<file path="src/ctok_pkg.sv">
// Shared types and constants of the C subset tokenizer.
package ctok_pkg;

  localparam int unsigned ByteW = 8;
  localparam int unsigned KindW = 5;
  localparam int unsigned TdataW = ((KindW + 7) / 8) * 8;

  // Token kinds
  localparam logic [KindW-1:0] KIND_INT  = 5'd0;
  localparam logic [KindW-1:0] KIND_REAL = 5'd1;
  localparam logic [KindW-1:0] KIND_ID   = 5'd2;
  localparam logic [KindW-1:0] KIND_ADD  = 5'd7;
  localparam logic [KindW-1:0] KIND_SUB  = 5'd8;
  localparam logic [KindW-1:0] KIND_MUL  = 5'd9;
  localparam logic [KindW-1:0] KIND_DIV  = 5'd10;
  localparam logic [KindW-1:0] KIND_SEMI = 5'd11;
  localparam logic [KindW-1:0] KIND_LBRK = 5'd12;
  localparam logic [KindW-1:0] KIND_RBRK = 5'd13;
  localparam logic [KindW-1:0] KIND_COMMA = 5'd14;
  localparam logic [KindW-1:0] KIND_LPAR = 5'd15;
  localparam logic [KindW-1:0] KIND_RPAR = 5'd16;
  localparam logic [KindW-1:0] KIND_LBRC = 5'd17;
  localparam logic [KindW-1:0] KIND_RBRC = 5'd18;
  localparam logic [KindW-1:0] KIND_ASGN = 5'd19;
  localparam logic [KindW-1:0] KIND_STR  = 5'd20;
  localparam logic [KindW-1:0] KIND_MAX  = KIND_STR;

  // Output queue depth; the input stage needs room for two tokens
  localparam int unsigned QDepth = 4;
  localparam int unsigned QPtrW = $clog2(QDepth);
  localparam int unsigned QCntW = $clog2(QDepth + 1);

  typedef enum logic [2:0] {
    MODE_IDLE,
    MODE_INT,
    MODE_DOT,
    MODE_REAL,
    MODE_IDENT,
    MODE_STR
  } scan_mode_e;

  typedef enum logic [2:0] {
    KW_NONE,
    KW_CHAR,
    KW_FLOAT,
    KW_INT,
    KW_PUTS
  } kw_e;

  // Tokens produced by one byte: count and up to two kinds, in order
  typedef struct packed {
    logic [1:0]       cnt;
    logic [KindW-1:0] kind0;
    logic [KindW-1:0] kind1;
  } lex_res_t;

  typedef struct packed {
    logic [KindW-1:0] kind;
    logic             last;
  } tok_entry_t;

endpackage

</file>
<file path="src/c_subset_tokenizer.sv">
// Top level of the C subset tokenizer: input register, scanner, token queue.
//
// Takes one text byte per transaction and returns the class codes of the tokens that each
// byte completes, zero, one or two of them, with tlast on the last token of a byte. A byte
// is taken every cycle while the queue has room. It is scanned from the input register and
// its tokens enter the four-entry token queue at the end of the cycle in which it is scanned,
// so the first token of a byte passes the input register and the token queue before it is
// offered. The output port moves one token per cycle while m_axis_tready is high. The input
// holds only while a byte waits and three or more tokens sit in the queue, which happens under
// output back-pressure or when bytes complete more than one token per cycle on average.
module c_subset_tokenizer import ctok_pkg::*; (
  input  logic              clk_i,
  input  logic              rst_ni,
  input  logic              s_axis_tvalid,
  output logic              s_axis_tready,
  input  logic [ByteW-1:0]  s_axis_tdata,  // [7:0] text_byte
  input  logic              s_axis_tlast,  // end_of_text
  output logic              m_axis_tvalid,
  input  logic              m_axis_tready,
  output logic [TdataW-1:0] m_axis_tdata,  // [4:0] token_kind, [7:5] zero
  output logic              m_axis_tlast   // run_last
);

  logic             in_vld_q;
  logic [ByteW-1:0] byte_q;
  logic             eot_q;
  logic             step;
  logic             room;
  lex_res_t         res;

  tok_entry_t       queue_q [QDepth];
  logic [QPtrW-1:0] wr_ptr_q, rd_ptr_q;
  logic [QCntW-1:0] cnt_q, cnt_d;
  logic             pop;
  tok_entry_t       ent0, ent1;

  // Room for the worst case of two tokens, regardless of this cycle's pop
  assign room          = (cnt_q <= QCntW'(QDepth - 2));
  assign step          = in_vld_q && room;
  assign s_axis_tready = !in_vld_q || room;

  always_ff @(posedge clk_i or negedge rst_ni) begin
    if (!rst_ni) begin
      in_vld_q <= 1'b0;
    end else if (s_axis_tready) begin
      in_vld_q <= s_axis_tvalid;
    end
  end

  always_ff @(posedge clk_i) begin
    if (s_axis_tvalid && s_axis_tready) begin
      byte_q <= s_axis_tdata;
      eot_q  <= s_axis_tlast;
    end
  end

  ctok_lex u_lex (
    .clk_i  (clk_i),
    .rst_ni (rst_ni),
    .step_i (step),
    .byte_i (byte_q),
    .eot_i  (eot_q),
    .res_o  (res)
  );

  assign ent0.kind = res.kind0;
  assign ent0.last = (res.cnt == 2'd1);
  assign ent1.kind = res.kind1;
  assign ent1.last = 1'b1;

  assign pop = m_axis_tvalid && m_axis_tready;

  always_comb begin
    cnt_d = cnt_q;
    if (step) begin
      cnt_d = cnt_d + QCntW'(res.cnt);
    end
    if (pop) begin
      cnt_d = cnt_d - QCntW'(1);
    end
  end

  always_ff @(posedge clk_i or negedge rst_ni) begin
    if (!rst_ni) begin
      wr_ptr_q <= '0;
      rd_ptr_q <= '0;
      cnt_q    <= '0;
    end else begin
      cnt_q <= cnt_d;
      if (step) begin
        wr_ptr_q <= wr_ptr_q + QPtrW'(res.cnt);
      end
      if (pop) begin
        rd_ptr_q <= rd_ptr_q + QPtrW'(1);
      end
    end
  end

  always_ff @(posedge clk_i) begin
    if (step && (res.cnt != 2'd0)) begin
      queue_q[wr_ptr_q] <= ent0;
    end
    if (step && (res.cnt == 2'd2)) begin
      queue_q[wr_ptr_q + QPtrW'(1)] <= ent1;
    end
  end

  assign m_axis_tvalid = (cnt_q != '0);
  assign m_axis_tdata  = TdataW'(queue_q[rd_ptr_q].kind);
  assign m_axis_tlast  = queue_q[rd_ptr_q].last;

endmodule

</file>
<file path="src/ctok_lex.sv">
// Scanner state and the per-byte token decision.
module ctok_lex import ctok_pkg::*; (
  input  logic             clk_i,
  input  logic             rst_ni,
  input  logic             step_i,
  input  logic [ByteW-1:0] byte_i,
  input  logic             eot_i,
  output lex_res_t         res_o
);

  scan_mode_e mode_q, mode_d;
  kw_e        cand_q, cand_d;
  logic [2:0] pos_q, pos_d;

  function automatic logic is_digit(input logic [ByteW-1:0] b);
    return (b >= 8'h30) && (b <= 8'h39);
  endfunction

  function automatic logic is_alpha(input logic [ByteW-1:0] b);
    return ((b >= 8'h41) && (b <= 8'h5A)) || ((b >= 8'h61) && (b <= 8'h7A)) || (b == 8'h5F);
  endfunction

  function automatic logic [2:0] kw_len(input kw_e c);
    logic [2:0] len;
    unique case (c)
      KW_CHAR:  len = 3'd4;
      KW_FLOAT: len = 3'd5;
      KW_INT:   len = 3'd3;
      KW_PUTS:  len = 3'd4;
      default:  len = 3'd0;
    endcase
    return len;
  endfunction

  function automatic logic [ByteW-1:0] kw_char(input kw_e c, input logic [2:0] p);
    logic [ByteW-1:0] ch;
    ch = 8'h00;
    unique case (c)
      KW_CHAR: begin
        unique case (p)
          3'd0: ch = 8'h63;
          3'd1: ch = 8'h68;
          3'd2: ch = 8'h61;
          3'd3: ch = 8'h72;
          default: ch = 8'h00;
        endcase
      end
      KW_FLOAT: begin
        unique case (p)
          3'd0: ch = 8'h66;
          3'd1: ch = 8'h6C;
          3'd2: ch = 8'h6F;
          3'd3: ch = 8'h61;
          3'd4: ch = 8'h74;
          default: ch = 8'h00;
        endcase
      end
      KW_INT: begin
        unique case (p)
          3'd0: ch = 8'h69;
          3'd1: ch = 8'h6E;
          3'd2: ch = 8'h74;
          default: ch = 8'h00;
        endcase
      end
      KW_PUTS: begin
        unique case (p)
          3'd0: ch = 8'h70;
          3'd1: ch = 8'h75;
          3'd2: ch = 8'h74;
          3'd3: ch = 8'h73;
          default: ch = 8'h00;
        endcase
      end
      default: ch = 8'h00;
    endcase
    return ch;
  endfunction

  function automatic logic [KindW-1:0] ident_kind(input kw_e c, input logic [2:0] p);
    if ((c != KW_NONE) && (p == kw_len(c))) begin
      return KIND_ID + KindW'(c);
    end
    return KIND_ID;
  endfunction

  // Single-character operators and punctuation; valid flag in the top bit
  function automatic logic [KindW:0] single_kind(input logic [ByteW-1:0] b);
    logic [KindW:0] r;
    unique case (b)
      8'h2B:   r = {1'b1, KIND_ADD};
      8'h2D:   r = {1'b1, KIND_SUB};
      8'h2A:   r = {1'b1, KIND_MUL};
      8'h2F:   r = {1'b1, KIND_DIV};
      8'h3B:   r = {1'b1, KIND_SEMI};
      8'h5B:   r = {1'b1, KIND_LBRK};
      8'h5D:   r = {1'b1, KIND_RBRK};
      8'h2C:   r = {1'b1, KIND_COMMA};
      8'h28:   r = {1'b1, KIND_LPAR};
      8'h29:   r = {1'b1, KIND_RPAR};
      8'h7B:   r = {1'b1, KIND_LBRC};
      8'h7D:   r = {1'b1, KIND_RBRC};
      8'h3D:   r = {1'b1, KIND_ASGN};
      default: r = '0;
    endcase
    return r;
  endfunction

  logic             used;
  logic             a_vld, b_vld, c_vld;
  logic [KindW-1:0] a_kind, b_kind, c_kind;
  logic [KindW:0]   single;

  always_comb begin
    mode_d = mode_q;
    cand_d = cand_q;
    pos_d  = pos_q;
    used   = 1'b0;
    a_vld  = 1'b0;
    a_kind = KIND_INT;
    b_vld  = 1'b0;
    b_kind = KIND_INT;
    c_vld  = 1'b0;
    c_kind = KIND_INT;
    single = single_kind(byte_i);

    // Extend or close the pending lexeme
    unique case (mode_q)
      MODE_INT: begin
        if (is_digit(byte_i)) begin
          used = 1'b1;
        end else if (byte_i == 8'h2E) begin
          mode_d = MODE_DOT;
          used   = 1'b1;
        end else begin
          a_vld  = 1'b1;
          a_kind = KIND_INT;
          mode_d = MODE_IDLE;
        end
      end
      MODE_DOT: begin
        // drop the lexeme when no digit follows the dot
        if (is_digit(byte_i)) begin
          mode_d = MODE_REAL;
          used   = 1'b1;
        end else begin
          mode_d = MODE_IDLE;
        end
      end
      MODE_REAL: begin
        if (is_digit(byte_i)) begin
          used = 1'b1;
        end else begin
          a_vld  = 1'b1;
          a_kind = KIND_REAL;
          mode_d = MODE_IDLE;
        end
      end
      MODE_IDENT: begin
        if (is_alpha(byte_i) || is_digit(byte_i)) begin
          used = 1'b1;
          if ((cand_q != KW_NONE) && (pos_q < kw_len(cand_q)) &&
              (kw_char(cand_q, pos_q) == byte_i)) begin
            pos_d = pos_q + 3'd1;
          end else begin
            cand_d = KW_NONE;
            pos_d  = 3'd0;
          end
        end else begin
          a_vld  = 1'b1;
          a_kind = ident_kind(cand_q, pos_q);
          mode_d = MODE_IDLE;
        end
      end
      MODE_STR: begin
        used = 1'b1;
        if (byte_i == 8'h22) begin
          a_vld  = 1'b1;
          a_kind = KIND_STR;
          mode_d = MODE_IDLE;
        end
      end
      default: mode_d = MODE_IDLE;
    endcase

    // Handle the byte from idle
    if (!used) begin
      priority if (is_digit(byte_i)) begin
        mode_d = MODE_INT;
      end else if (byte_i == 8'h2E) begin
        mode_d = MODE_DOT;
      end else if (is_alpha(byte_i)) begin
        mode_d = MODE_IDENT;
        pos_d  = 3'd1;
        priority case (byte_i)
          8'h63:   cand_d = KW_CHAR;
          8'h66:   cand_d = KW_FLOAT;
          8'h69:   cand_d = KW_INT;
          8'h70:   cand_d = KW_PUTS;
          default: begin
            cand_d = KW_NONE;
            pos_d  = 3'd0;
          end
        endcase
      end else if (byte_i == 8'h22) begin
        mode_d = MODE_STR;
      end else begin
        b_vld  = single[KindW];
        b_kind = single[KindW-1:0];
      end
    end

    // Flush a pending token at the end of the text
    if (eot_i) begin
      unique case (mode_d)
        MODE_INT: begin
          c_vld  = 1'b1;
          c_kind = KIND_INT;
        end
        MODE_REAL: begin
          c_vld  = 1'b1;
          c_kind = KIND_REAL;
        end
        MODE_IDENT: begin
          c_vld  = 1'b1;
          c_kind = ident_kind(cand_d, pos_d);
        end
        default: c_vld = 1'b0;
      endcase
      mode_d = MODE_IDLE;
      cand_d = KW_NONE;
      pos_d  = 3'd0;
    end
  end

  // Pack the at most two tokens in order
  always_comb begin
    res_o.cnt   = 2'({1'b0, a_vld} + {1'b0, b_vld} + {1'b0, c_vld});
    res_o.kind0 = a_vld ? a_kind : (b_vld ? b_kind : c_kind);
    res_o.kind1 = (a_vld && b_vld) ? b_kind : c_kind;
  end

  always_ff @(posedge clk_i or negedge rst_ni) begin
    if (!rst_ni) begin
      mode_q <= MODE_IDLE;
      cand_q <= KW_NONE;
      pos_q  <= 3'd0;
    end else if (step_i) begin
      mode_q <= mode_d;
      cand_q <= cand_d;
      pos_q  <= pos_d;
    end
  end

endmodule

</file>
<file path="config.mk">
export PLATFORM = sky130hd
export DESIGN_NAME = c_subset_tokenizer
export DESIGN_NICKNAME = d
export VERILOG_FILES = /design/src/ctok_pkg.sv /design/src/c_subset_tokenizer.sv /design/src/ctok_lex.sv
export SDC_FILE = /design/constraint.sdc
export NUM_CORES = 1
export LEC_CHECK = 0
export ABC_AREA = 0
export BUFFER_PORTS_ARGS = -buffer_cell sky130_fd_sc_hd__clkbuf_2
export CORE_MARGIN = 2
export CORE_UTILIZATION = 52
export CTS_BUF_LIST = sky130_fd_sc_hd__clkbuf_4
export CTS_CLUSTER_DIAMETER = 80
export DETAILED_ROUTE_END_ITERATION = 7
export PLACE_DENSITY = 0.7
export SLEW_MARGIN = 15
export SYNTH_ARGS = -nofsm -noshare
export SYNTH_HDL_FRONTEND = slang
export SYNTH_SLANG_ARGS = --single-unit
export TNS_END_PERCENT = 100
</file>
<file path="constraint.sdc">
create_clock -name clk_i -period 4.6 [get_ports clk_i]
set_input_delay 0.23 -clock clk_i [delete_from_list [all_inputs] [get_ports clk_i]]
set_output_delay 0.23 -clock clk_i [all_outputs]
set_load 0.01 [all_outputs]
</file>
Yosys cells after proc, flatten, opt, wreduce, memory -nomap -nowiden

Memory sizes are Yosys's and may differ from the RTL's.
Index checks and enable logic that the tools add are counted.

$add $sub $neg: 10
Multiply operators: 0
Div/mod/pow operators: 0
Order comparisons: 8
Eq/ne operators: 45
Shift operators: 0
Muxes and demuxes: 95
Bitwise operators: 0
Reductions and logical operators: 28

Operators by type and width:

| operator            | count |
|---|---|
| $mux 3              | 34 |
| $eq 8x6->1 const B  | 11 |
| $pmux 6 s13         | 1 |
| $mux 5              | 15 |
| $eq 8x7->1 const B  | 9 |
| $pmux 7 s4          | 2 |
| $pmux 7 s5          | 1 |
| $pmux 8 s4          | 1 |
| $mux 1              | 28 |
| $eq 3x2->1 const B  | 9 |
| $pmux 7 s3          | 1 |
| $eq 3x3->1 const B  | 6 |
| $pmux 3 s3          | 2 |
| $ge 8x7->1 const B  | 2 |
| $le 8x7->1 const B  | 2 |
| $mux 8              | 2 |
| $eq 3x1->1 const B  | 5 |
| $pmux 3 s5          | 1 |
| $pmux 5 s3          | 1 |
| $logic_and 1x1->1   | 13 |
| $pmux 3 s4          | 1 |
| $pmux 5 s2          | 1 |
| $reduce_bool 3->1   | 3 |
| $add 2x3->4 const A | 2 |
| 24 further kinds    | 33 |

Register bits: 26
Latch bits: 0
RAM bits: 24
Memory bits (read-only): 0
Bits of input ports: 13
Output and inout bits: 11
Word-level logic and storage cells: 196
Memories kept: 1

Memory list:

| memory  | depth | width | rd ports | clocked after Yosys merged registers in | wr ports | RTL line                 | text |
|---|---|---|---|---|---|---|---|
| queue_q | 4     | 6     | 1        | 0                                       | 2        | c_subset_tokenizer.sv:31 | `tok_entry_t queue_q [QDepth];` |

Logic depth before layout (Yosys ltp)

Gate-level depths: netlist of the first run.

Word-level depth: 32
Gate-level depth with buffers: 17
Depth with buffers taken out: 16

Cells and area by module

A second synthesis of the first run with hierarchy kept.

Cell total of the unflattened synthesis: 451
Area, all modules: 4176.5 sq um

By module, submodules not included:

| module             | times used | cells an instance | area each (sq um) | sequential area each (sq um) |
|---|---|---|---|---|
| ctok_lex           | 1          | 297               | 2133.3            | 225.2 |
| c_subset_tokenizer | 1          | 154               | 2043.2            | 1151.1 |

Least setup slack after synthesis of the first run

OpenSTA, ideal clock, no wires.

Kind: register to register
Start: reg byte_q[6]
End: reg cnt_q[2]
Setup time: 0.129 ns
Data arrival time: 3.821 ns
Required time: 4.471 ns
Path slack: 0.650 ns
Cell stages (with the launch flop): 18
Path buffers: 2
Period minus slack after synthesis: 3.950 ns
Cells stage by stage: edfxtp_1 > clkbuf_1 > nor3b_1 > nand2_1 > or4_1 > clkbuf_1 > o22ai_1 > nand2_1 > nand2_1 > inv_1 > fa_1 > inv_1 > ha_1 > fa_1 > mux2i_1 > ha_1 > nand2_1 > xor2_1

Longest elaborated chain between the ends: 21
Elaborated cells between the ends (all ways): 69
Those cells by class: add/sub: 4; order compare: 6; eq/ne: 19; mux: 33; reduce/logical: 7

Ends and longest elaborated chain:

| what                                            | RTL line                 | text |
|---|---|---|
| from (decl)                                     | c_subset_tokenizer.sv:25 | `logic [ByteW-1:0] byte_q;` |
| from (signal assigned)                          | c_subset_tokenizer.sv:52 | `byte_q <= s_axis_tdata;` |
| $ge 8x7->1 / $le 8x7->1 (equally long branches) | ctok_lex.sv:20           | `return ((b >= 8'h41) && (b <= 8'h5A)) \|\| ((b >= 8'h61) && (b <= 8'h7A)) \|\| (b == 8'h5F);` |
| $logic_and 1x1->1                               | ctok_lex.sv:20           |  |
| $logic_or 1x1->1 (2 in a row)                   | ctok_lex.sv:20           |  |
| $logic_or 1x1->1                                | ctok_lex.sv:160          | `if (is_alpha(byte_i) \|\| is_digit(byte_i)) begin` |
| $mux 3                                          | ctok_lex.sv:160          |  |
| $pmux 3 s5                                      | ctok_lex.sv:128          | `unique case (mode_q)` |
| $mux 3                                          | ctok_lex.sv:205          | `end else if (byte_i == 8'h22) begin` |
| $mux 3                                          | ctok_lex.sv:192          | `end else if (is_alpha(byte_i)) begin` |
| (+5 left out)                                   | -                        |  |
| $mux 1                                          | ctok_lex.sv:215          | `unique case (mode_d)` |
| $mux 1                                          | ctok_lex.sv:214          | `if (eot_i) begin` |
| $add 2x1->2 (*)                                 | ctok_lex.sv:238          | `res_o.cnt = 2'({1'b0, a_vld} + {1'b0, b_vld} + {1'b0, c_vld});` |
| $add 3x2->3 (*)                                 | c_subset_tokenizer.sv:76 | `cnt_d = cnt_d + QCntW'(res.cnt);` |
| $mux 3 (*)                                      | c_subset_tokenizer.sv:75 | `if (step) begin` |
| $sub 3x1->3                                     | c_subset_tokenizer.sv:79 | `cnt_d = cnt_d - QCntW'(1);` |
| $mux 3 (*)                                      | c_subset_tokenizer.sv:78 | `if (pop) begin` |
| named net cnt_d[2]                              | c_subset_tokenizer.sv:33 | `logic [QCntW-1:0] cnt_q, cnt_d;` |
| to (signal assigned)                            | c_subset_tokenizer.sv:89 | `cnt_q <= cnt_d;` |
| to (decl)                                       | c_subset_tokenizer.sv:33 |  |

The timed path passes the listed nets; every way through them passes the cells marked *.
A chain may end at the register's enable or synchronous reset.

==> results of run 1 <==
layout make-up:
class                      instances  area, sq um
inverter                          14         52.6
sequential                        50         1380
fill                             708         3240
clock inverter                     3         28.8
tap                              102          128
clock buffer                       5         37.5
multi-input combinational        373         2510
timing repair buffer              41          278
path summary, 6_finish.rpt:
| kind | endpoint | start |
|---|---|---|
| min in group asynchronous | rd_ptr_q[0] | rst_ni |
| worst max register to register | queue_q[0][3] | u_lex.pos_q[0] |
| worst min register to register | queue_q[2][0] | queue_q[2][0] |
| worst min-delay path | byte_q[7] | s_axis_tdata[7] |
| worst max-delay path | queue_q[0][3] | u_lex.pos_q[0] |
| max in group asynchronous | u_lex.cand_q[1] | rst_ni |
stage by stage:
step	worst slack, ns	instance area (sq um)
after detailed placement	0.308	4210
after floorplan	0.650	4070
after global placement	0.405	4210
final	0.358	4410
after global routing	0.0164	4410
after CTS	0.271	4360
repair_timing:
item,4_1_cts,5_1_grt
hold buffers,8,0
gates resized for setup,0,4
setup buffers,0,5
setup endpoints to repair,0,34
endpoints found under the hold margin,24,0
cells by family after synthesis:
family / after synthesis / synth area share (%)
compound gates: 140 / 24.2
xor+xnor: 13 / 2.80
fa+ha+maj: 15 / 4.98
buf+inv: 47 / 5.05
flops: 50 / 33.8
mux: 12 / 4.83
other cells: 1 / 0.0922
simple gates: 190 / 24.2
registers in the layout (all words and copies together) (netlist names):
| register | count |
|---|---|
| in_vld_q | 1 |
| u_lex.pos_q | 3 |
| u_lex.mode_q | 3 |
| wr_ptr_q | 2 |
| queue_q | 24 |
| u_lex.cand_q | 3 |
| rd_ptr_q | 2 |
| cnt_q | 3 |
| byte_q | 8 |
| eot_q | 1 |
layer usage:
metal  track usage (%)  routed length [microns]  part of all wire (%)
met1              37.9                     4690                    46
met2              40.9                     4760                    46
met3              3.01                      681                   6.6
met4              6.84                      167                   1.6
met5                 0                        0                     0
where the power goes:
group          switching, mW  leakage [nW]  internal (mW)
Clock                  0.166        0.0373         0.0659
Combinational          0.470          1.03          0.304
Sequential             0.131         0.501          0.564
synth_stat cells, drive strengths merged, types with 3 or more instances:
cell	n
nand2	46
nor2	36
o21ai	35
edfxtp	29
nor3	19
nand3	18
a21oi	17
clkbuf	17
dfrtp	17
buf	16
o22ai	15
inv	14
a31oi	13
ha	13
nand2b	12
xor2	9
and2	8
or3	8
nor2b	7
nor4	7
a22o	6
mux4	6
o31ai	6
a22oi	5
and3	5
mux2i	5
nand4	5
o21a	5
o41ai	5
dfxtp	4
nand3b	4
o221ai	4
xnor2	4
a211oi	3
nor3b	3
nor4b	3
o32ai	3
==> reports/metrics.cfg, run 1 <==
[flow_run]
cap_viol_max_count = 0

[cts]
clock-root-buffer = clkbuf_4
cts_inserted_buffers = 5
path_clk_slew_ns = 0.18
clock_latency_ns = 0.39
cts_max_path_buffers = 2
htreeDepth = 2
clock-sinks = 50
cts_tree = done

[detailed_routing]
totalWireLength_mm = 10.3
drt-initial-drc-count = 364
vias = 3740
remaining_drc_errors = 0
wire_per_inst_microns = 17.5
ant_nets = 0
drtPass1Iterations = 5
viasPerCell = 6.36

[logic_synthesis]
synthCells = 468
synth_top_area_share_pct = 21.4
synth.avg_cell_area_sq_um = 8.69
ys.flop_type = edfxtp_1
synth_warnings = 0
seq_area_frac_synth_pct = 33.8
synth_cell_type_count = 73
syn_area_sq_um = 4070
synth-edff-count = 29
ys_ff_latch = 50
synth-async-reset-ratio_pct = 34.0
yosysTopAreaCell = edfxtp_1
netlist_top_cells_area = edfxtp_1, dfrtp_1, nand2_1, ha_1, o21ai_0

[sta]
relSlewSlack_pct = 43.8
final_hold_viol_count = 0
final_max_slew_viol_count = 0
final.setup.tns_ns = 0
fin_crit_sh_pct = 92.2
worst_slew_pin_slew_ns = 0.841
min_period_ns = 4.24
fmax_ghz = 0.236
whs_ns = 0.0229
rsz0062_at_grt = false
worst_clock_skew_ns = 0.0206
final-setup-viol-count = 0

[placed_design]
io_buffers = 20
gp_congestion = 0.927
placedCellCount = 567
dp_hpwl_mm = 7.60

[outcome]
status = completed

[die]
die_y_microns = 92.4
initial_utilization_pct = 53.2
core_sq_um = 7650
rows = 32
ioPinCount = 24
dieArea_sq_um = 8540
fp.dieW_microns = 92.4

[setup_path]
cpPeakStageDelay_ns = 0.55
path_depth = 13
cp_max_fo = 9
crit_family = compound AO/OA/AOI/OAI gates
reg2reg_setup_slack_ns = 0.36
critPathCaptureType = register
critPathArrivalTime_ns = 4.37
path_buf_inv = 1
cp_slowest_cell = o21ai_0
crit_required_ns = 4.73
reg2reg_depth = 13
crit_type = reg -> reg
cp_cell_sequence = inv_1, ha_1, nor3_2, a2111oi_2, o311a_1, o32a_1, o2111ai_1, o21ai_0, nor4_1, a22oi_1, nand2_1, mux2i_1, o221ai_1
startpoint_type = register

[global_route]
gr-usage-all-layers_pct = 25.9
grt-ovfl-total = 0
grt_pass1_wl_mm = 17.7
grt_max_degree = 25
grt_pass1_vias = 3554
antenna_found_initial = 0

[final_layout]
layout_common_cells = nand2_1, nor2_1, o21ai_0
layout_commonest_cell = nand2_1
final_util_pct = 57.6
areaGrowthSynthToFinish_pct = 8.40
antenna_cells = 0
layout-drive-gt1-share_pct = 12.8
finalNonFillerCells = 588
nNetsFinal = 513

[pwr]
p_leak_nw = 1.57
finalPower_mw = 1.70
ir_worst_vdd_mv = 0.412
power_density_nw_per_um2 = 386

[worst_hold_path]
min_path_type = in -> reg
min_path_cells = 1

Power figures use the tool's default switching activity.
==> run 2: changes to the inputs <==
--- a/config.mk
+++ b/config.mk
@@ -15,2 +15,3 @@
 export PLACE_DENSITY = 0.7
+export REMOVE_ABC_BUFFERS = 1
 export SLEW_MARGIN = 15
==> constraint.sdc (replaced) <==
create_clock -name clk_i -period 4.6 [get_ports clk_i]
set_input_delay 0.46 -clock clk_i [delete_from_list [all_inputs] [get_ports clk_i]]
set_output_delay 0.46 -clock clk_i [all_outputs]
set_load 0.01 [all_outputs]
==> run 2 against run 1 <==
Net effect:
- sequential power barely moved
- critical endpoint unchanged
- register-to-register slack barely moved
- global-route usage fell by 1.9 points
- critical path depth did not move
- via count fell by 1.3%
- largest cell class unchanged
- die area did not move
- power fell by 1.7%
- sequential cell count did not move
- combinational power fell by 3.5%
==> reports/metrics.cfg, run 2 (synthesized netlist as in run 1, its figures left out) <==
[pwr]
ir_worst_vdd_mv = 0.382
p_leak_nw = 1.52
power_density_nw_per_um2 = 390

[setup_path]
critPathCaptureType = register
startpoint_type = register
crit_required_ns = 4.72
crit_type = reg -> reg
critPathArrivalTime_ns = 4.37
cp_max_fo = 9

[cts]
clock-sinks = 50
path_clk_slew_ns = 0.18
htreeDepth = 2
clock-root-buffer = clkbuf_4
cts_tree = done
cts_max_path_buffers = 2
cts_inserted_buffers = 5
postCtsSetupBuffers = 0
clock_latency_ns = 0.39

[global_route]
antenna_found_initial = 0
grt_pass1_wl_mm = 16.4
grt_use_met2_pct = 37.3
grt-ovfl-total = 0
grt_use_met1_pct = 35.1
gr-max-usage-layer = met2
grt_pass1_vias = 3314
gr-usage-all-layers_pct = 24.0
met3_usage_pct = 3.42
grt_max_degree = 25

[worst_hold_path]
min_path_type = in -> reg

[sta]
rsz0062_at_grt = false
final.setup.tns_ns = 0
final_max_slew_viol_count = 0
fmax_ghz = 0.235
whs_ns = 0.244
fin_crit_sh_pct = 92.5
final-setup-viol-count = 0
worst_clock_skew_ns = 0.0153
relSlewSlack_pct = 42.8
worst_slew_pin_slew_ns = 0.850
min_period_ns = 4.25
final_hold_viol_count = 0

[final_layout]
multi_input_area_sq_um = 2500
fillers = 689
layout-drive-gt1-share_pct = 11.4
layout_commonest_cell = nand2_1
final_util_pct = 56.1
largest_register_ffs = 24
antenna_cells = 0
reg_top3 = queue_q (24), byte_q (8)
seqCellArea_sq_um = 1380
layout_common_cells = nand2_1, nor2_1, o21ai_0
areaGrowthSynthToFinish_pct = 5.51
nNetsFinal = 501
regMostFlops = queue_q

[die]
fp.dieW_microns = 92.4
die_y_microns = 92.4
initial_utilization_pct = 53.2
dieArea_sq_um = 8540
rows = 32
ioPinCount = 24
core_sq_um = 7650

[detailed_routing]
drtPass1Iterations = 5
remaining_drc_errors = 0
drt-initial-drc-count = 363
vias = 3693
wire_per_inst_microns = 17.1
totalWireLength_mm = 9.87
viasPerCell = 6.41
ant_nets = 0

[placed_design]
dp_hpwl_mm = 7.41
io_buffers = 20
gp_congestion = 0.997

[outcome]
status = completed

[flow_run]
cap_viol_max_count = 0

## run 2: cell count changes in the layout (fill, tap and decap cells not counted), sizes merged
cell | before | now
dlygate4sd3 | 8 | 1
buf | 13 | 8
## run 2: where the power goes
| part | internal [mW] | switching [mW] |
|---|---|---|
| Clock | 0.0659 | 0.165 |
| Sequential | 0.564 | 0.130 |
| Combinational | 0.294 | 0.453 |
## run 2: cell type report
| type | instances | share of cell area, % |
|---|---|---|
| Multi-Input combinational cell | 373 | 58.2 |
| Timing Repair Buffer | 29 | 3.97 |
| Clock buffer | 5 | 0.875 |
| Inverter | 14 | 1.22 |
| Tap cell | 102 | 2.97 |
| Clock inverter | 3 | 0.671 |
| Sequential cell | 50 | 32.1 |
## run 2: final timing paths
kind	from	to	slack, ns	cells after the start
min reg2reg	queue_q[2][0]	queue_q[2][0]	0.52	2
min	s_axis_tdata[5]	byte_q[5]	0.24	1
max reg2reg	u_lex.pos_q[0]	queue_q[0][3]	0.35	13
min in group asynchronous	rst_ni	u_lex.cand_q[1]	0.53	2
max	u_lex.pos_q[0]	queue_q[0][3]	0.35	13
max in group asynchronous	rst_ni	u_lex.mode_q[2]	3.73	2
## run 2: layer usage
layer  vias up  part of all wire [%]
li1       1798                     -
met1      1709                    46
met2       165                    44
met3        21                   7.5
met4         0                   2.1
met5         -                     0
## run 2: repair_timing
action	4_1_cts	5_1_grt
hold buffers	1	0
gates resized for setup	0	1
endpoints found under the setup margin	0	30
hold endpoints to repair	7	0
## run 2: through the flow
stage | std cells | area [sq um] | total power, mW | setup slack [ns]
floorplan | 437 | 3920 | 1.21 | 0.498
global placement | 567 | 4210 | 1.43 | 0.452
detailed placement | 567 | 4210 | 1.44 | 0.349
CTS | 576 | 4290 | 1.67 | 0.309
global route | 576 | 4290 | 1.80 | 0.0425
finish | 576 | 4290 | 1.67 | 0.346
## run 2: worst max-delay path, stage by stage (launching register included)
cell,delay [ns]
dfrtp_1,0.52
inv_1,0.18
ha_1,0.39
nor3_2,0.11
a2111oi_2,0.48
o311a_1,0.24
o32a_1,0.21
o2111ai_1,0.22
o21ai_0,0.54
nor4_1,0.12
a22oi_1,0.23
nand2_1,0.15
mux2i_1,0.38
o221ai_1,0.21
==> run 3: changes to the inputs <==
- PLACE_DENSITY: 0.7 -> 0.72
- SLEW_MARGIN: 15 -> not set
- clock period: 4.6 -> 3.9 ns (I/O delays scaled with it)
==> run 3 against run 2 <==
Net effect:
- global-route usage is 1.4 points higher
- count of clock-buffer cells in the layout stayed put
- worst hold slack worse by 0.066 ns
- sequential power is 18% higher
- highest routed layer unchanged
- critical path depth is 1 higher
- core utilization is 6.9 points higher
- sequential share of layout area is 3.4 points lower
- largest power group unchanged
- fmax is 12% higher
- sequential cell count stayed put
- die area stayed put
- wire length is 11% higher
- critical endpoint is now queue_q[2][1]
==> reports/metrics.cfg, run 3 (synthesized netlist as in run 1, its figures left out) <==
[outcome]
status = completed

[final_layout]
layout-drive-gt1-share_pct = 24.8
areaGrowthSynthToFinish_pct = 18.6
nNetsFinal = 547
largest_register_ffs = 24
layout_commonest_cell = buf_4
final_util_pct = 63.0
layout_common_cells = buf_4, nand2_1, nor2_1
reg_top3 = queue_q (24), byte_q (8)
fillers = 661
antenna_cells = 0
regMostFlops = queue_q

[sta]
whs_ns = 0.178
fin_crit_sh_pct = 96.9
final-setup-viol-count = 0
worst_slew_pin_slew_ns = 0.554
final_hold_viol_count = 0
final_max_slew_viol_count = 0
min_period_ns = 3.78
relSlewSlack_pct = 62.9
fmax_ghz = 0.264
worst_clock_skew_ns = 0.0249

[setup_path]
cpPeakStageDelay_ns = 0.52
crit_family = compound AO/OA/AOI/OAI gates
path_depth = 14
cp_cell_sequence = inv_4, ha_4, buf_4, a21oi_1, o32ai_1, xor2_1, a211oi_2, o211ai_1, o21ai_4, nor3_1, o211a_1, nand3b_1, a311oi_4, o41ai_2
cp_max_fo = 9
crit_required_ns = 4.05
r2r_start = u_lex.pos_q[0]
startpoint_type = register
setup.worst_path.start = u_lex.pos_q[0]
cp_slowest_cell = dfrtp_2
path_buf_inv = 2
reg2reg_depth = 14
critPathCaptureType = register
critPathArrivalTime_ns = 3.94
crit_type = reg -> reg

[global_route]
gr-max-usage-layer = met2
grt_max_degree = 24
grt_use_met2_pct = 39.7
gr-usage-all-layers_pct = 25.4
met3_usage_pct = 2.93
grt-ovfl-total = 0
antenna_found_initial = 0
grt_use_met1_pct = 36.7
grt_pass1_wl_mm = 17.4
grt_pass1_vias = 3535

[placed_design]
gp_congestion = 1.01
io_buffers = 20
dp_hpwl_mm = 7.90

[die]
initial_utilization_pct = 53.2
core_sq_um = 7650
fp.dieW_microns = 92.4
rows = 32
dieArea_sq_um = 8540
ioPinCount = 24
die_y_microns = 92.4

[detailed_routing]
wire_per_inst_microns = 17.7
remaining_drc_errors = 0
ant_nets = 0
drt-initial-drc-count = 455
viasPerCell = 6.41
vias = 3989
drtPass1Iterations = 6
totalWireLength_mm = 11.0

[pwr]
ir_worst_vdd_mv = 0.458
power_density_nw_per_um2 = 452
finalPower_mw = 2.18
p_leak_nw = 1.75

[cts]
path_clk_slew_ns = 0.17
cts_inserted_buffers = 5
clock-sinks = 50
cts_max_path_buffers = 2
clock-root-buffer = clkbuf_4
cts_tree = done
htreeDepth = 2
clock_latency_ns = 0.39

[worst_hold_path]
min_from = s_axis_tdata[0]
min_path_type = in -> reg
min_path_cells = 1

[flow_run]
cap_viol_max_count = 0

==> run 3: power breakdown <==
| group | internal [mW] | switching, mW | leakage [nW] | total (mW) |
|---|---|---|---|---|
| Sequential | 0.665 | 0.155 | 0.494 | 0.820 |
| Combinational | 0.475 | 0.612 | 1.22 | 1.09 |
| Clock | 0.0775 | 0.194 | 0.0373 | 0.272 |
| Total | 1.22 | 0.961 | 1.75 | 2.18 |
==> run 3: area by class of cell <==
cell class	instances	area, sq um	share of cell area, %
Clock buffer	5	37.5	0.779
Clock inverter	3	28.8	0.597
Inverter	14	55.1	1.14
Multi-Input combinational cell	373	2670	55.3
Sequential cell	50	1380	28.7
Tap cell	102	128	2.65
Timing Repair Buffer	75	523	10.8
==> run 3: metal layers <==
metal  vias up  wire (microns)
met5         -               0
met4         0             318
met3        36             723
met2       191            5170
met1      1873            4770
li1       1889               -
==> run 3: worst register-to-register path, stage by stage (launching register included) <==
cell	delay, ns
dfrtp_2	0.52
inv_4	0.12
ha_4	0.17
buf_4	0.13
a21oi_1	0.06
o32ai_1	0.36
xor2_1	0.13
a211oi_2	0.27
o211ai_1	0.28
o21ai_4	0.37
nor3_1	0.10
o211a_1	0.25
nand3b_1	0.23
a311oi_4	0.41
o41ai_2	0.15
==> run 3: stage by stage <==
step | instances | area [sq um] | TNS [ns] | setup WS (ns)
finish | 622 | 4820 | 0 | 0.119
global route | 622 | 4820 | -0.328 | -0.0914
floorplan | 437 | 3920 | -0.364 | -0.202
detailed placement | 593 | 4400 | -0.725 | -0.115
CTS | 602 | 4510 | -0.000717 | -0.000717
global placement | 593 | 4400 | -0.171 | -0.0346
==> run 3: timing repair <==
item,4_1_cts,5_1_grt
setup endpoints to repair,12,36
pin swaps,2,11
gates resized for setup,6,38
hold buffers,1,0
setup buffers,0,20
endpoints found under the hold margin,17,0
==> run 3: worst paths after layout <==
path | slack (ns) | endpoint
setup / recovery | 0.12 | queue_q[2][1]
hold / removal | 0.18 | byte_q[0]
setup reg to reg | 0.12 | queue_q[2][1]
hold reg to reg | 0.52 | queue_q[2][0]
max in group asynchronous | 3.07 | in_vld_q
min in group asynchronous | 0.46 | u_lex.pos_q[2]
